## config.mk

```make
export PLATFORM = sky130hd
export DESIGN_NAME = morse_character_keyer_unit_flat
export DESIGN_NICKNAME = d
export VERILOG_FILES = /design/src/hdl/mck_pkg.sv /design/src/hdl/mck_req_if.sv /design/src/hdl/mck_rsp_if.sv /design/src/hdl/morse_character_keyer_unit.sv /design/src/flat_wrapper.sv
export SDC_FILE = /design/constraint.sdc
export NUM_CORES = 1
export LEC_CHECK = 0
export BUFFER_PORTS_ARGS = -buffer_cell sky130_fd_sc_hd__buf_2
export CELL_PAD_IN_SITES_DETAIL_PLACEMENT = 2
export CELL_PAD_IN_SITES_GLOBAL_PLACEMENT = 2
export CORE_MARGIN = 2
export CORE_UTILIZATION = 29
export CTS_CLUSTER_DIAMETER = 30
export DETAILED_ROUTE_END_ITERATION = 12
export HOLD_SLACK_MARGIN = 0.08
export PLACE_DENSITY = 0.68
export SYNTH_ARGS = -nofsm -noshare
export SYNTH_HDL_FRONTEND = slang
export SYNTH_SLANG_ARGS = --single-unit
export TNS_END_PERCENT = 10
```

## constraint.sdc

```tcl
create_clock -name clock -period 5 [get_ports clock]
set_input_delay 0.5 -clock clock [delete_from_list [all_inputs] [get_ports clock]]
set_output_delay 0.5 -clock clock [all_outputs]
set_load 0.005 [all_outputs]
```

## src/hdl/mck_pkg.sv

```systemverilog
// shared types, constants and the code table of the morse character keyer
// no dependencies; used by the channel interfaces and the top level
package mck_pkg;

   localparam int unsigned CharWidth  = 8;
   localparam int unsigned UnitWidth  = 4;
   localparam int unsigned SymMax     = 5;
   localparam int unsigned CountWidth = 3;
   localparam int unsigned IdxWidth   = 6;

   localparam logic [UnitWidth-1:0] DASH_UNITS = 4'd3;
   localparam logic [UnitWidth-1:0] DOT_UNITS  = 4'd1;
   localparam logic [UnitWidth-1:0] GAP_UNITS  = 4'd1;

   // csr register indexes
   localparam logic CSR_CHAR_GAP = 1'b0;
   localparam logic CSR_WORD_GAP = 1'b1;

   localparam logic [CharWidth-1:0] ASCII_UPPER_A = 8'h41;
   localparam logic [CharWidth-1:0] ASCII_UPPER_Z = 8'h5A;
   localparam logic [CharWidth-1:0] ASCII_LOWER_A = 8'h61;
   localparam logic [CharWidth-1:0] ASCII_LOWER_Z = 8'h7A;
   localparam logic [CharWidth-1:0] ASCII_ZERO    = 8'h30;
   localparam logic [CharWidth-1:0] ASCII_NINE    = 8'h39;
   localparam logic [CharWidth-1:0] ASCII_SPACE   = 8'h20;
   localparam logic [CharWidth-1:0] CASE_OFFSET   = 8'd32;
   localparam logic [IdxWidth-1:0]  DIGIT_BASE    = 6'd26;

   typedef enum logic [2:0] {
      ST_IDLE,
      ST_MARK,
      ST_SPACE,
      ST_WORD,
      ST_CHAR
   } keyer_state_type;

   typedef struct packed {
      logic [CountWidth-1:0] len;
      logic [SymMax-1:0]     pat;
   } code_entry_type;

   // pattern left aligned: first symbol in the msb, 1 is a dash
   function automatic code_entry_type code_lookup(input logic [IdxWidth-1:0] idx);
      code_entry_type e;
      unique case (idx)
         6'd0:  e = '{3'd2, 5'b01000};
         6'd1:  e = '{3'd4, 5'b10000};
         6'd2:  e = '{3'd4, 5'b10100};
         6'd3:  e = '{3'd3, 5'b10000};
         6'd4:  e = '{3'd1, 5'b00000};
         6'd5:  e = '{3'd4, 5'b00100};
         6'd6:  e = '{3'd3, 5'b11000};
         6'd7:  e = '{3'd4, 5'b00000};
         6'd8:  e = '{3'd2, 5'b00000};
         6'd9:  e = '{3'd4, 5'b01110};
         6'd10: e = '{3'd3, 5'b10100};
         6'd11: e = '{3'd4, 5'b01000};
         6'd12: e = '{3'd2, 5'b11000};
         6'd13: e = '{3'd2, 5'b10000};
         6'd14: e = '{3'd3, 5'b11100};
         6'd15: e = '{3'd4, 5'b01100};
         6'd16: e = '{3'd4, 5'b11010};
         6'd17: e = '{3'd3, 5'b01000};
         6'd18: e = '{3'd3, 5'b00000};
         6'd19: e = '{3'd1, 5'b10000};
         6'd20: e = '{3'd3, 5'b00100};
         6'd21: e = '{3'd4, 5'b00010};
         6'd22: e = '{3'd3, 5'b01100};
         6'd23: e = '{3'd4, 5'b10010};
         6'd24: e = '{3'd4, 5'b10110};
         6'd25: e = '{3'd4, 5'b11000};
         6'd26: e = '{3'd5, 5'b11111};
         6'd27: e = '{3'd5, 5'b01111};
         6'd28: e = '{3'd5, 5'b00111};
         6'd29: e = '{3'd5, 5'b00011};
         6'd30: e = '{3'd5, 5'b00001};
         6'd31: e = '{3'd5, 5'b00000};
         6'd32: e = '{3'd5, 5'b10000};
         6'd33: e = '{3'd5, 5'b11000};
         6'd34: e = '{3'd5, 5'b11100};
         6'd35: e = '{3'd5, 5'b11110};
         default: e = '{3'd1, 5'b00000};
      endcase
      return e;
   endfunction

endpackage

```

## src/hdl/mck_req_if.sv

```systemverilog
// character request channel of the morse keyer
// depends on mck_pkg
interface mck_req_if import mck_pkg::*; ();
   logic                 valid;
   logic                 ready;
   logic [CharWidth-1:0] ascii_char;

   modport source (output valid, output ascii_char, input ready);
   modport sink   (input valid, input ascii_char, output ready);
endinterface

```

## src/hdl/mck_rsp_if.sv

```systemverilog
// led interval response channel of the morse keyer
// depends on mck_pkg
interface mck_rsp_if import mck_pkg::*; ();
   logic                 valid;
   logic                 ready;
   logic                 led_on;
   logic [UnitWidth-1:0] duration_units;
   logic                 last;

   modport source (output valid, output led_on, output duration_units, output last,
                   input ready);
   modport sink   (input valid, input led_on, input duration_units, input last,
                   output ready);
endinterface

```

## src/hdl/morse_character_keyer_unit.sv

```systemverilog
// morse character keyer: turns one ascii character into a run of led intervals
// depends on mck_pkg, mck_req_if and mck_rsp_if
//
//   channel    dir   payload                              transfer when
//   req_chan   in    ascii_char                           valid & ready
//   rsp_chan   out   led_on, duration_units, last         valid & ready
//   csr_*      in    csr_index, csr_wr_data               csr_wr_en
//
// one interval per cycle from a small sequencer stepping a pattern shift register, while rsp is not stalled
// a character is taken while the sequencer is idle and then gives 1 to 11 intervals
// req ready is high only while the sequencer is idle; the last interval may still
// sit in the output register when the next character is taken
// a stalled rsp holds the sequencer; synchronous reset restores gaps 2 and 4
module morse_character_keyer_unit import mck_pkg::*; (
   input  logic                 clock,
   input  logic                 reset,
   mck_req_if.sink              req_chan,
   mck_rsp_if.source            rsp_chan,
   input  logic                 csr_wr_en,
   input  logic                 csr_index,
   input  logic [UnitWidth-1:0] csr_wr_data
);

   keyer_state_type       state_ff, state_in;
   logic [SymMax-1:0]     pat_ff, pat_in;
   logic [CountWidth-1:0] cnt_ff, cnt_in;
   logic [UnitWidth-1:0]  char_gap_ff, word_gap_ff;
   logic                  rsp_valid_ff, rsp_valid_in;
   logic                  led_on_ff;
   logic [UnitWidth-1:0]  dur_ff;
   logic                  last_ff;

   logic                  req_xfer;
   logic                  load;
   logic [CharWidth-1:0]  folded;
   logic                  is_letter, is_digit, is_space;
   logic [IdxWidth-1:0]   idx;
   code_entry_type        entry;
   logic                  emit_led;
   logic [UnitWidth-1:0]  emit_dur;
   logic                  emit_last;

   assign req_chan.ready = (state_ff == ST_IDLE);
   assign req_xfer       = req_chan.valid && req_chan.ready;
   // a new interval goes out when the output slot is free or being drained
   assign load           = (state_ff != ST_IDLE) && (!rsp_valid_ff || rsp_chan.ready);

   always_comb begin
      folded = req_chan.ascii_char;
      if (req_chan.ascii_char >= ASCII_UPPER_A && req_chan.ascii_char <= ASCII_UPPER_Z) begin
         folded = req_chan.ascii_char + CASE_OFFSET;
      end
      is_letter = (folded >= ASCII_LOWER_A) && (folded <= ASCII_LOWER_Z);
      is_digit  = (folded >= ASCII_ZERO) && (folded <= ASCII_NINE);
      is_space  = (folded == ASCII_SPACE);
      if (is_letter) begin
         idx = IdxWidth'(folded - ASCII_LOWER_A);
      end else begin
         idx = IdxWidth'(folded - ASCII_ZERO) + DIGIT_BASE;
      end
      entry = code_lookup(idx);
   end

   // next state
   always_comb begin
      state_in = state_ff;
      pat_in   = pat_ff;
      cnt_in   = cnt_ff;
      unique case (state_ff)
         ST_IDLE: begin
            if (req_xfer) begin
               pat_in = entry.pat;
               cnt_in = entry.len;
               priority if (is_letter || is_digit) state_in = ST_MARK;
               else if (is_space)                  state_in = ST_WORD;
               else                                state_in = ST_CHAR;
            end
         end
         ST_MARK: begin
            if (load) state_in = ST_SPACE;
         end
         ST_SPACE: begin
            if (load) begin
               pat_in   = {pat_ff[SymMax-2:0], 1'b0};
               cnt_in   = cnt_ff - 1'b1;
               state_in = (cnt_ff == CountWidth'(1)) ? ST_CHAR : ST_MARK;
            end
         end
         ST_WORD: begin
            if (load) state_in = ST_CHAR;
         end
         ST_CHAR: begin
            if (load) state_in = ST_IDLE;
         end
         default: state_in = ST_IDLE;
      endcase
   end

   // interval produced in each state
   always_comb begin
      emit_led  = 1'b0;
      emit_dur  = GAP_UNITS;
      emit_last = 1'b0;
      unique case (state_ff)
         ST_MARK: begin
            emit_led = 1'b1;
            emit_dur = pat_ff[SymMax-1] ? DASH_UNITS : DOT_UNITS;
         end
         ST_SPACE: emit_dur = GAP_UNITS;
         ST_WORD:  emit_dur = word_gap_ff;
         ST_CHAR: begin
            emit_dur  = char_gap_ff;
            emit_last = 1'b1;
         end
         default: emit_dur = GAP_UNITS;
      endcase
   end

   always_comb begin
      rsp_valid_in = rsp_valid_ff;
      if (load) begin
         rsp_valid_in = 1'b1;
      end else if (rsp_chan.ready) begin
         rsp_valid_in = 1'b0;
      end
   end

   always_ff @(posedge clock) begin
      if (reset) begin
         state_ff     <= ST_IDLE;
         rsp_valid_ff <= 1'b0;
         char_gap_ff  <= 4'd2;
         word_gap_ff  <= 4'd4;
      end else begin
         state_ff     <= state_in;
         rsp_valid_ff <= rsp_valid_in;
         if (csr_wr_en) begin
            unique case (csr_index)
               CSR_CHAR_GAP: char_gap_ff <= csr_wr_data;
               CSR_WORD_GAP: word_gap_ff <= csr_wr_data;
               default:      char_gap_ff <= char_gap_ff;
            endcase
         end
      end
   end

   always_ff @(posedge clock) begin
      pat_ff <= pat_in;
      cnt_ff <= cnt_in;
      if (load) begin
         led_on_ff <= emit_led;
         dur_ff    <= emit_dur;
         last_ff   <= emit_last;
      end
   end

   assign rsp_chan.valid          = rsp_valid_ff;
   assign rsp_chan.led_on         = led_on_ff;
   assign rsp_chan.duration_units = dur_ff;
   assign rsp_chan.last           = last_ff;

   a_busy_after_take: assert property (@(posedge clock) disable iff (reset)
      req_xfer |=> !req_chan.ready)
      else $error("keyer still ready after taking a character");

   a_count_live: assert property (@(posedge clock) disable iff (reset)
      (state_ff == ST_MARK || state_ff == ST_SPACE) |-> cnt_ff != '0)
      else $error("symbol count empty while sending symbols");

   a_char_gap_ends: assert property (@(posedge clock) disable iff (reset)
      (state_ff == ST_CHAR && load) |=> (state_ff == ST_IDLE) && rsp_chan.valid
         && rsp_chan.last && !rsp_chan.led_on)
      else $error("character gap did not close the character");

   a_mark_lit: assert property (@(posedge clock) disable iff (reset)
      (state_ff == ST_MARK && load) |=> rsp_chan.valid && rsp_chan.led_on
         && !rsp_chan.last)
      else $error("symbol interval not lit");

endmodule

```

## src/flat_wrapper.sv

```systemverilog
// flat-port wrapper written by rule: the top's interface ports become plain ports
module morse_character_keyer_unit_flat import mck_pkg::*;
  (clock, reset, csr_wr_en, csr_index, csr_wr_data, req_chan_valid, req_chan_ascii_char, req_chan_ready, rsp_chan_valid, rsp_chan_led_on, rsp_chan_duration_units, rsp_chan_last, rsp_chan_ready);
  mck_req_if req_chan_i ();
  mck_rsp_if rsp_chan_i ();
  input  logic clock;
  input  logic reset;
  input  logic csr_wr_en;
  input  logic csr_index;
  input  logic [UnitWidth-1:0] csr_wr_data;
  input wire logic [$bits(req_chan_i.valid)-1:0] req_chan_valid;
  input wire logic [$bits(req_chan_i.ascii_char)-1:0] req_chan_ascii_char;
  output wire logic [$bits(req_chan_i.ready)-1:0] req_chan_ready;
  output wire logic [$bits(rsp_chan_i.valid)-1:0] rsp_chan_valid;
  output wire logic [$bits(rsp_chan_i.led_on)-1:0] rsp_chan_led_on;
  output wire logic [$bits(rsp_chan_i.duration_units)-1:0] rsp_chan_duration_units;
  output wire logic [$bits(rsp_chan_i.last)-1:0] rsp_chan_last;
  input wire logic [$bits(rsp_chan_i.ready)-1:0] rsp_chan_ready;
  assign req_chan_i.valid = req_chan_valid;
  assign req_chan_i.ascii_char = req_chan_ascii_char;
  assign req_chan_ready = req_chan_i.ready;
  assign rsp_chan_valid = rsp_chan_i.valid;
  assign rsp_chan_led_on = rsp_chan_i.led_on;
  assign rsp_chan_duration_units = rsp_chan_i.duration_units;
  assign rsp_chan_last = rsp_chan_i.last;
  assign rsp_chan_i.ready = rsp_chan_ready;
  morse_character_keyer_unit u_core (.clock(clock), .reset(reset), .req_chan(req_chan_i), .rsp_chan(rsp_chan_i), .csr_wr_en(csr_wr_en), .csr_index(csr_index), .csr_wr_data(csr_wr_data));
endmodule
```

==> results.md <==
* Outcome: finished, final reports clean
* Skew final at 0.00298 ns
* Post-CTS Setup Bufs at 0
* RSZ-0062 raised after global routing: no
* Top-area cell type share of the netlist area at a little under a fifth
* Cell variety after synth at 65
* Ant diodes at 0
* Final Setup Violations at 0
* Max cap viols at 0
* FMAX at approximately 230 MHz
* H-tree depth at 1
* Ys flop type: edfxtp_1
* Die X at between 90 and 100 um
* Via-to-Cell Ratio at ~5.5
* DRT Wirelength at 6.99 mm
* Hold slack at 0.451 ns
* Mapped Cells at 280
* Synth area leader: edfxtp_1
* #FFs+latches synth at 26
* WS Path Type: input pin to flop
* IR drop worst, VDD at between 0.1 and 0.15 mV
* Slew of the pin with the lowest slew margin at around 1.1 ns
* Synthesized Nets at approximately 320
* Syn-to-layout area delta at 10.2%
* Post-cts repair resize count at 0
* Routed len/inst at 17.7 um
* DPL Wire Length at roughly 5.6 mm
* DRC at 0
* Placed Instances at 390
* Required time worst endpoint at 5.02 ns
* Final hold vios at 0
* Core area at between 7000 and 8000 um^2
* Initial DRC count at 81
* Post-route setup TNS at 0 ns
* Syn. warnings at 0
* Area of the die at 8740 um^2
* GRT overflow at 0
* Hold Crit Class: input pin to flop
* Placer congestion estimate at roughly 0.9
* Vias at about 2200
* Crit. End Element: flop
* Die Height at 93.5 um
* Clock latency reported for the late side of the worst-skew pair at between 0.2 and 0.3 ns
* Register area at 661 um^2
* Layout Utilization at 33.1%
* Most frequent cells in the layout: nor2_1 (27), nand2_1 (26), buf_2 (25)
* Post-synth ARST share at 0%
* Critical Path AT at roughly 4.3 ns
* Startpoint Class: input pin
* Layout Nets at 328
* Post-route antenna net violation count at 0
* Mapped Area at roughly 2300 um^2
* Largest net degree at the start of global routing at 17
* Clock buffer depth at 2
* CTS clk-pin slew, worst paths at 0.09 ns
* Fin area at roughly 2600 um^2
* FP Rows at 32
* # port buffers at 25
* CTS sink cnt at 26
* Vias in the first global route at 2290
* Avg Inst Size Synth at slightly above 8 um^2
* Number of flops mapped to enable cells by yosys at 14
* CTS hold repair buffers at 0
* Seq/Total Area, Yosys at between 20 and 30%
* Slew HR at between 20 and 30%
* Static leakage at ~1.0 nW
* DR pass1 iterations at 4
* Cell Area, Placed at ~2500 um^2
* Max Slew Vio Count at 0
* Crit-path max FO at 10
* CTS tree: done
* First-pass GRT wire length at 12.1 mm
* Root buffer cell: clkbuf_8
* Largest cells by area after synthesis: edfxtp_1 (18%), dfxtp_1 (10%), ha_1 (9.2%)
* Initial Utilization at 30.1%
* Number of buffers created by CTS at 3
* Final period utilization at 85.1%
* Period minus WS final at 4.26 ns
* Ratio of cells with drive above 1 in the final layout at 13.4%
* Ports at 26
* Total Routing Usage GR at approximately 17%
* Post-Layout Cell Count at just under 400
* Commonest non-fill, non-tap cell in the layout: nor2_1
* Power Density at about 340 nW/um^2
* Area of the multi-input gates at roughly 1500 um^2
* Fillers at between 900 and 1000
* Initial antenna violation count at 0
[metal layers]
layer	global-route usage [%]	part of all wire (%)	vias up
li1	-	-	1063
met1	23.8	50	1061
met2	29.0	47	28
met3	1.37	1.9	6
met4	4.53	1.0	0
met5	0	0	-
[synthesized netlist by cell type (all sizes together), types with 4 or more instances]
library cell and instances:
a21oi 16, and2 7, nand3 11, dfxtp 12, inv 14, mux2i 10, or4 5, edfxtp 14
nor2 27, ha 17, buf 6, nor2b 4, nand2b 6, o21ai 12, nor3 11, clkbuf 11
a2111oi 4, a211oi 5, nand2 27, o211ai 6
[cell type report]
class / instances / area share [%]
clock buffer: 4 / 2.59
inverter: 14 / 2.05
multi-input combinational: 223 / 59.7
sequential: 26 / 25.8
tap: 102 / 4.99
timing repair buffer: 25 / 4.89
[report_power, final]
group | switching, W | internal [W]
logic | 0.000219 | 0.000137
clock network | 0.0000675 | 0.0000871
registers | 0.0000422 | 0.000309
[worst max-delay path, cell delays in order]
cell      delay (ns)
buf_2           0.16
inv_1           0.22
ha_1            0.29
nand2b_1        0.12
or4_4           0.45
a32o_1          0.37
nand2_2         0.22
mux2i_1         0.49
inv_2           0.16
ha_1            0.31
o211ai_1        0.21
o311a_1         0.24
nor3_1          0.07
or4_1           0.47
[logic make-up (layout without fill, tap and decap cells)]
| family | count (synthesis) | after routing | share of synthesized area (%) |
|---|---|---|---|
| DFF | 26 | 26 | 28.4 |
| buffers and inverters | 31 | 43 | 6.08 |
| adders and majority gates | 17 | 17 | 9.15 |
| and+or+nand+nor | 108 | 108 | 23.1 |
| AOI/OAI and AO/OA | 83 | 83 | 26.9 |
| muxes | 11 | 11 | 4.79 |
| xor gates and xnor gates | 4 | 4 | 1.51 |
[per-stage QoR]
stage	total power [W]	setup slack, ns
after global routing	0.000937	0.373
after floorplan	0.000591	1.01
after detailed placement	0.000715	0.451
final	0.000862	0.744
after CTS	0.000877	0.745
after global placement	0.000704	0.636
[worst paths after layout]
path                           from               endpoint  slack, ns  depth (start not counted)
min                  csr_wr_data[1]  u_core.char_gap_ff[1]       0.45                          2
min reg2reg   u_core.word_gap_ff[0]  u_core.word_gap_ff[0]       0.48                          2
max          req_chan_ascii_char[0]       u_core.cnt_ff[2]       0.74                         14
max reg2reg      u_core.state_ff[1]       u_core.cnt_ff[2]       2.90                          2
[flip-flops by register name (all words and copies together), names as in the netlist]
name / count
u_core.rsp_chan.led_on: 1
u_core.state_ff: 3
u_core.word_gap_ff: 4
u_core.cnt_ff: 3
u_core.rsp_chan.last: 1
u_core.rsp_chan.duration_units: 4
u_core.pat_ff: 5
u_core.rsp_chan.valid: 1
u_core.char_gap_ff: 4
Power figures use the tool's default switching activity.
